## src/sv/snt_pkg.sv

```systemverilog
// snt_pkg: shared types and codes for the sorted note table.
// Used by snt_match, sorted_note_table_core and snt_checker.
package snt_pkg;

	typedef struct packed {
		logic [6:0] note;
		logic [7:0] chan;
	} entry_t;

	typedef enum logic [2:0] {
		KIND_ADD      = 3'd0,
		KIND_REM_NOTE = 3'd1,
		KIND_REM_PAIR = 3'd2,
		KIND_REM_CHAN = 3'd3,
		KIND_CLEAR    = 3'd4,
		KIND_READ     = 3'd5
	} kind_t;

	typedef enum logic [1:0] {
		STS_OK        = 2'd0,
		STS_NOT_FOUND = 2'd1,
		STS_FULL      = 2'd2,
		STS_RANGE     = 2'd3
	} status_t;

	typedef enum logic [2:0] {
		S_IDLE,
		S_RD,
		S_EV,
		S_SUM0,
		S_SUM1,
		S_SUM2,
		S_DONE
	} state_t;

	// result of the shared compare unit on one stored entry
	typedef struct packed {
		logic ge;   // stored note >= request note
		logic hit;  // entry matches the removal request
	} match_t;

endpackage

```

## src/sv/snt_match.sv

```systemverilog
// snt_match: compare unit shared by every scan step of the table.
// Depends on snt_pkg.
module snt_match
	import snt_pkg::*;
(
	input  entry_t     ent,
	input  logic [2:0] kind,
	input  logic [6:0] note,
	input  logic [7:0] chan,
	output match_t     m
);

	logic note_eq;
	logic chan_eq;

	assign note_eq = (ent.note == note);
	assign chan_eq = (ent.chan == chan);

	always_comb begin
		m.ge = (ent.note >= note);
		case (kind)
			KIND_REM_NOTE: m.hit = note_eq;
			KIND_REM_PAIR: m.hit = note_eq && chan_eq;
			KIND_REM_CHAN: m.hit = chan_eq;
			default:       m.hit = 1'b0;
		endcase
	end

endmodule

```

## src/sv/sorted_note_table_core.sv

```systemverilog
// sorted_note_table_core: table of held notes kept sorted by note number.
// Depends on snt_pkg and snt_match.
//
// Usage:
//   Request channel (item_valid/item_ready) carries kind, note, chan and
//   position. Result channel (result_valid/result_ready) carries one result
//   per request: status, found_at, read data, count and both table ends.
//   item_ready is high only while the sequencer is idle; one request is
//   worked at a time.
// Work per request, with n entries in the table before the request:
//   add:             one scan step for each entry with a note >= the new one;
//                    a new note at position 0 is written with no final compare
//   removals:        n scan steps (one compaction pass over the table)
//   clear, read, add to a full table: no scan, only the summary
//   Each scan step issues the registered memory read in S_RD and then uses
//   the compare unit and the write-back in S_EV. The summary (lowest entry,
//   highest entry, read entry) takes three more reads of the single read port.
// Reset empties the table; the entry memory itself is not cleared and no
//   entry at or above the count is ever shown.
// If the receiver stalls, the finished result waits in the output register;
//   the next request is taken, but its result waits until that one is
//   transferred.
module sorted_note_table_core
	import snt_pkg::*;
#(
	parameter int MAX_NOTES = 16
) (
	input  logic       clk,
	input  logic       arst_n,
	input  logic       item_valid,
	output logic       item_ready,
	input  logic [2:0] kind,
	input  logic [6:0] note,
	input  logic [7:0] chan,
	input  logic [3:0] position,
	output logic       result_valid,
	input  logic       result_ready,
	output logic [1:0] status,
	output logic [3:0] found_at,
	output logic [6:0] read_note,
	output logic [7:0] read_chan,
	output logic [4:0] count,
	output logic [6:0] low_note,
	output logic [7:0] low_chan,
	output logic [6:0] high_note,
	output logic [7:0] high_chan
);

	localparam int IDX_W  = $clog2(MAX_NOTES);
	localparam int FILL_W = $clog2(MAX_NOTES + 1);
	localparam int CMP_W  = (FILL_W > 4) ? FILL_W : 4;

	entry_t mem [MAX_NOTES];
	entry_t rd_data_q;

	state_t state_q, state_d;
	logic [FILL_W-1:0] fill_q, fill_d;
	logic [FILL_W-1:0] idx_q, idx_d;
	logic [FILL_W-1:0] wr_q, wr_d;
	logic drop_q, drop_d;
	logic [1:0] sts_q, sts_d;
	logic [3:0] found_q, found_d;
	entry_t lo_q, lo_d;
	entry_t hi_q, hi_d;
	logic [2:0] kind_q;
	logic [6:0] note_q;
	logic [7:0] chan_q;
	logic [3:0] pos_q;
	logic result_valid_q;

	logic mem_we;
	logic [IDX_W-1:0] mem_waddr;
	entry_t mem_wdata;
	logic [IDX_W-1:0] rd_addr;
	logic out_load;
	logic accept;
	logic pos_ok;
	entry_t new_ent;
	match_t m;

	assign new_ent = '{note: note_q, chan: chan_q};
	assign accept  = item_valid && item_ready;
	assign pos_ok  = CMP_W'(pos_q) < CMP_W'(fill_q);

	snt_match u_match (
		.ent  (rd_data_q),
		.kind (kind_q),
		.note (note_q),
		.chan (chan_q),
		.m    (m)
	);

	always_ff @(posedge clk) begin
		if (mem_we) begin
			mem[mem_waddr] <= mem_wdata;
		end
		rd_data_q <= mem[rd_addr];
	end

	always_ff @(posedge clk or negedge arst_n) begin
		if (!arst_n) begin
			state_q        <= S_IDLE;
			fill_q         <= '0;
			result_valid_q <= 1'b0;
		end else begin
			state_q <= state_d;
			fill_q  <= fill_d;
			if (out_load) begin
				result_valid_q <= 1'b1;
			end else if (result_ready) begin
				result_valid_q <= 1'b0;
			end
		end
	end

	always_ff @(posedge clk) begin
		idx_q   <= idx_d;
		wr_q    <= wr_d;
		drop_q  <= drop_d;
		sts_q   <= sts_d;
		found_q <= found_d;
		lo_q    <= lo_d;
		hi_q    <= hi_d;
		if (accept) begin
			kind_q <= kind;
			note_q <= note;
			chan_q <= chan;
			pos_q  <= position;
		end
		if (out_load) begin
			status    <= (kind_q == KIND_READ && !pos_ok) ? STS_RANGE : sts_q;
			found_at  <= found_q;
			read_note <= (kind_q == KIND_READ && pos_ok) ? rd_data_q.note : '0;
			read_chan <= (kind_q == KIND_READ && pos_ok) ? rd_data_q.chan : '0;
			count     <= 5'(fill_q);
			low_note  <= (fill_q != '0) ? lo_q.note : '0;
			low_chan  <= (fill_q != '0) ? lo_q.chan : '0;
			high_note <= (fill_q != '0) ? hi_q.note : '0;
			high_chan <= (fill_q != '0) ? hi_q.chan : '0;
		end
	end

	assign result_valid = result_valid_q;

	always_comb begin
		state_d    = state_q;
		fill_d     = fill_q;
		idx_d      = idx_q;
		wr_d       = wr_q;
		drop_d     = drop_q;
		sts_d      = sts_q;
		found_d    = found_q;
		lo_d       = lo_q;
		hi_d       = hi_q;
		mem_we     = 1'b0;
		mem_waddr  = idx_q[IDX_W-1:0];
		mem_wdata  = new_ent;
		rd_addr    = '0;
		out_load   = 1'b0;
		item_ready = 1'b0;
		case (state_q)
			S_IDLE: begin
				item_ready = 1'b1;
				if (item_valid) begin
					sts_d   = STS_OK;
					found_d = '0;
					drop_d  = 1'b0;
					wr_d    = '0;
					idx_d   = '0;
					case (kind)
						KIND_ADD: begin
							if (fill_q == FILL_W'(MAX_NOTES)) begin
								sts_d   = STS_FULL;
								state_d = S_SUM0;
							end else begin
								idx_d   = fill_q;
								state_d = S_RD;
							end
						end
						KIND_REM_NOTE, KIND_REM_PAIR, KIND_REM_CHAN: begin
							state_d = S_RD;
						end
						KIND_CLEAR: begin
							fill_d  = '0;
							state_d = S_SUM0;
						end
						default: state_d = S_SUM0;
					endcase
				end
			end
			S_RD: begin
				if (kind_q == KIND_ADD) begin
					// insertion scans down from the top, shifting notes >= the new one up
					if (idx_q == '0) begin
						mem_we    = 1'b1;
						mem_waddr = '0;
						fill_d    = fill_q + 1'b1;
						state_d   = S_SUM0;
					end else begin
						rd_addr = IDX_W'(idx_q - 1'b1);
						state_d = S_EV;
					end
				end else begin
					if (idx_q == fill_q) begin
						fill_d = wr_q;
						if (kind_q != KIND_REM_CHAN && !drop_q) begin
							sts_d = STS_NOT_FOUND;
						end
						state_d = S_SUM0;
					end else begin
						rd_addr = idx_q[IDX_W-1:0];
						state_d = S_EV;
					end
				end
			end
			S_EV: begin
				if (kind_q == KIND_ADD) begin
					mem_we    = 1'b1;
					mem_waddr = idx_q[IDX_W-1:0];
					if (m.ge) begin
						mem_wdata = rd_data_q;
						idx_d     = idx_q - 1'b1;
						state_d   = S_RD;
					end else begin
						fill_d  = fill_q + 1'b1;
						state_d = S_SUM0;
					end
				end else begin
					// compaction: kept entries are written back at wr_q
					if (m.hit && (kind_q == KIND_REM_CHAN || !drop_q)) begin
						drop_d = 1'b1;
						if (kind_q != KIND_REM_CHAN) begin
							found_d = 4'(idx_q);
						end
					end else begin
						mem_we    = 1'b1;
						mem_waddr = wr_q[IDX_W-1:0];
						mem_wdata = rd_data_q;
						wr_d      = wr_q + 1'b1;
					end
					idx_d   = idx_q + 1'b1;
					state_d = S_RD;
				end
			end
			S_SUM0: begin
				rd_addr = '0;
				state_d = S_SUM1;
			end
			S_SUM1: begin
				lo_d    = rd_data_q;
				rd_addr = IDX_W'(fill_q - 1'b1);
				state_d = S_SUM2;
			end
			S_SUM2: begin
				hi_d    = rd_data_q;
				rd_addr = IDX_W'(pos_q);
				state_d = S_DONE;
			end
			S_DONE: begin
				rd_addr = IDX_W'(pos_q);
				if (!result_valid_q || result_ready) begin
					out_load = 1'b1;
					state_d  = S_IDLE;
				end
			end
			default: state_d = S_IDLE;
		endcase
	end

endmodule

```

## config.mk

```make
export PLATFORM = sky130hd
export DESIGN_NAME = sorted_note_table_core
export DESIGN_NICKNAME = d
export VERILOG_FILES = /design/src/sv/snt_pkg.sv /design/src/sv/snt_match.sv /design/src/sv/sorted_note_table_core.sv
export SDC_FILE = /design/constraint.sdc
export NUM_CORES = 1
export LEC_CHECK = 0
export ABC_AREA = 1
export BUFFER_PORTS_ARGS = -buffer_cell sky130_fd_sc_hd__clkbuf_2
export CORE_MARGIN = 3
export CORE_UTILIZATION = 36
export CTS_CLUSTER_SIZE = 25
export DETAILED_ROUTE_END_ITERATION = 10
export REMOVE_ABC_BUFFERS = 1
export SYNTH_ARGS = -nofsm -noshare
export SYNTH_HDL_FRONTEND = slang
export SYNTH_SLANG_ARGS = --single-unit
```

## constraint.sdc

```tcl
create_clock -name clk -period 4.6 [get_ports clk]
set_input_delay 0.23 -clock clk [delete_from_list [all_inputs] [get_ports clk]]
set_output_delay 0.23 -clock clk [all_outputs]
set_load 0.01 [all_outputs]
```

==> flow_summary.toml <==
[die]
io_pins = 84
die_x_um = 224.1
die_h_um = 224.1
start_util_pct = 36.64
core_mm2 = 0.04675
die_area_mm2 = 0.05024
core.rowCount = 79

[synthesis]
yosys_warnings = 0
synth-seq-cells = 389
netlist-cell-type-count = 44
netlist_instances = 1575
yosysSeqAreaShare_pct = 67.05
avgSynthCellArea_um2 = 10.88
synth_area_mm2 = 0.01713

[cts]
clk_latency_ns = 0.55
h-tree-depth = 2
cts.sinks = 389
cts-buffers-inserted = 40
cts_root_buf = "clkbuf_16"
cts.path.max_buffers = 3
cts_tree = "yes"
path_clk_slew_ns = 0.07

[pwr]
leakage_nw = 8.161
vdd_drop_max_uv = 757.8
power_density_mw_per_mm2 = 676.5

[min_path]
min_path_type = "in -> async"

[timing]
timing.final.hold_violations = 0
finalCritPeriodShare_pct = 73.67
tightest_slew_ns = 1.316
rsz0062_at_grt = "false"
period_minus_slack_ns = 3.389
holdWs_ns = 0.08030
clock.fmax_mhz = 295.1
slew_headroom_pct = 12.19
finalSetupViolCount = 0
finClkSkew_ns = 0.01262
maxSlewViolCount = 0

[worst_setup_path]
cp-start-kind = "register"
r2r-start = "state_q[1]"
cp.arrival_ns = 3.81
worstSetupPathType = "reg -> reg"
endpoint_kind = "register"
crit_fanout = 84
reg2regPathDepth = 12
worst_r2r_endpoint = "rd_data_q[6]"
rrSetupSlack_ns = 1.21
required_ns = 5.02

[global_route]
antenna_found_initial = 0
track_usage_pct = 15.82
grt_max_degree = 121
grt-ovfl-total = 0
grt_pass1_vias = 11000
grt_first_pass_wirelength_mm = 62.96

[detailed_routing]
first_pass_iters = 5
vias = 11500
postRouteAntennaNets = 0
dr_wl_met2_mm = 18.70
wl_per_cell_um = 17.31
vias_per_cell = 4.943
drt_iter0_drc = 914
drc = 0
maxUsedRoutingLayer = "met4"
wl_met3_mm = 2.390
met1Wirelength_mm = 18.19
drt-total-wl_mm = 40.27

[placement]
portBuffers = 83
post_dp_cell_area_mm2 = 0.01831
dp_hpwl_mm = 25.48
gp_congestion = 0.8813

[finish]
drive_gt1_share_pct = 11.80
finalInstanceArea_mm2 = 0.01991
area_growth_pct = 16.21
layout_common_cells = "365 x edfxtp_1, 267 x nand2_1, 266 x inv_1"
final_common_cell = "edfxtp_1"
n_antenna_cell = 0
finalNetCount = 1733
fill_cells = 4370

[outcome]
outcome = "finished, final reports clean"

[job]
cap_violations = 0
==> state kept, by name, summed over array words and instances, names as in the netlist, 2 cells and up <==
signal and flops:
rd_data_q 15, mem 240, fill_q 5, count 5, read_chan 8, high_chan 8, state_q 3, lo_q 15
status 2, read_note 7, note_q 7, pos_q 4, high_note 7, chan_q 8, idx_q 5, found_q 4
wr_q 5, kind_q 3, sts_q 2, low_chan 8, found_at 4, low_note 7, hi_q 15
==> how the worst max path moves through the flow <==
stage                     startpoint            to  depth (start not counted)  slack (ns)
after floorplan           state_q[1]  rd_data_q[0]                         10       -1.10
after global routing       note_q[2]     mem[4][7]                         14        0.85
after CTS                  kind_q[2]     mem[8][7]                         13        1.17
after global placement     note_q[5]    mem[12][0]                         14        1.25
final                     state_q[1]  rd_data_q[6]                         12        1.21
after detailed placement   kind_q[2]     mem[2][7]                         13        1.20
==> worst max-delay path, stage by stage, from the launching register on <==
cell,delay (ns)
dfrtp_1,0.44
inv_1,0.12
nand2_1,0.14
nor2_2,0.04
buf_4,0.22
a22oi_2,0.19
buf_4,0.45
buf_4,0.81
nand3b_1,0.18
nand3_1,0.18
nand3_1,0.16
nand3_1,0.18
nand2_1,0.10
==> Yosys cell counts <==
cell type	n	area, um^2
edfxtp_1	365	10960
nand2_1	267	1002
inv_1	266	998.5
nand3_1	263	1316
nand3b_1	90	675.7
nor2_1	88	330.3
buf_2	42	210.2
a21oi_1	28	140.1
clkbuf_1	23	86.33
o21ai_0	21	105.1
ha_1	17	212.7
dfxtp_1	15	300.3
dfrtp_1	9	225.2
nor3_1	8	40.04
o22ai_1	8	50.05
xor2_1	7	61.31
o211ai_1	6	45.04
inv_2	5	18.77
a22oi_1	4	30.03
buf_1	4	15.01
nand2_2	4	25.02
nand4_1	4	25.02
nor2_2	4	25.02
o21ai_1	4	20.02
buf_4	3	22.52
o31ai_1	2	15.01
a211oi_1	1	7.510
a22o_1	1	8.760
a22oi_2	1	12.51
a311oi_1	1	8.760
a31oi_1	1	6.260
a32o_1	1	10.01
a41oi_1	1	8.760
buf_6	1	11.26
nand3_2	1	10.01
nand4_2	1	12.51
nor2_4	1	11.26
nor3_4	1	16.27
o2111ai_1	1	8.760
o21a_1	1	7.510
o221ai_1	1	8.760
o41ai_1	1	8.760
or4_1	1	7.510
xnor2_1	1	8.760
==> report_power, final <==
group | switching (W) | internal (W) | leakage (nW)
Clock | 0.00134 | 0.00200 | 0.659
Sequential | 0.000274 | 0.00476 | 3.56
Combinational | 0.00366 | 0.00143 | 3.94
Total | 0.00528 | 0.00819 | 8.16
==> cell type report <==
cell class	count	area, um^2	share of cell area (%)
well taps	607	759.5	3.815
flip-flops and latches	389	11490	57.70
repair buffers	146	973.4	4.890
inverters	271	1017	5.110
clock inverters	21	242.7	1.219
multi-input cells	842	4313	21.66
clock buffers	51	1116	5.606
==> layer usage <==
layer / up-vias / global-route usage [%]
met5: - / 0
met4: 0 / 4.726
met3: 71 / 1.913
met2: 370 / 25.97
met1: 5516 / 22.19
li1: 5546 / -
==> kinds of logic after synthesis <==
group	count (synthesis)	synth area share (%)
adder cells (fa/ha/maj)	17	1.242
flip-flops	389	67.05
AND/OR/NAND/NOR	733	20.41
XOR/XNOR	8	0.4090
buffers and inverters	344	7.954
AO/OA/AOI/OAI	84	2.929
==> stage by stage <==
step | setup slack [ns] | util, % | cells | setup TNS, ns | total power [W]
floorplan | -1.096 | - | 1502 | -16.44 | 0.008241
global placement | 1.249 | 39.16 | 2231 | 0 | 0.01010
detailed placement | 1.196 | 39.16 | 2231 | 0 | 0.01015
CTS | 1.173 | 42.58 | 2327 | 0 | 0.01352
global route | 0.8513 | 42.58 | 2327 | 0 | 0.01428
finish | 1.211 | 42.58 | 2327 | 0 | 0.01347
==> repair_timing <==
item                      4_1_cts  5_1_grt
setup buffers                   0        0
hold buffers                   24        0
resized for setup               0        0
hold endpoints to repair       32        0
Power figures use the tool's default switching activity.
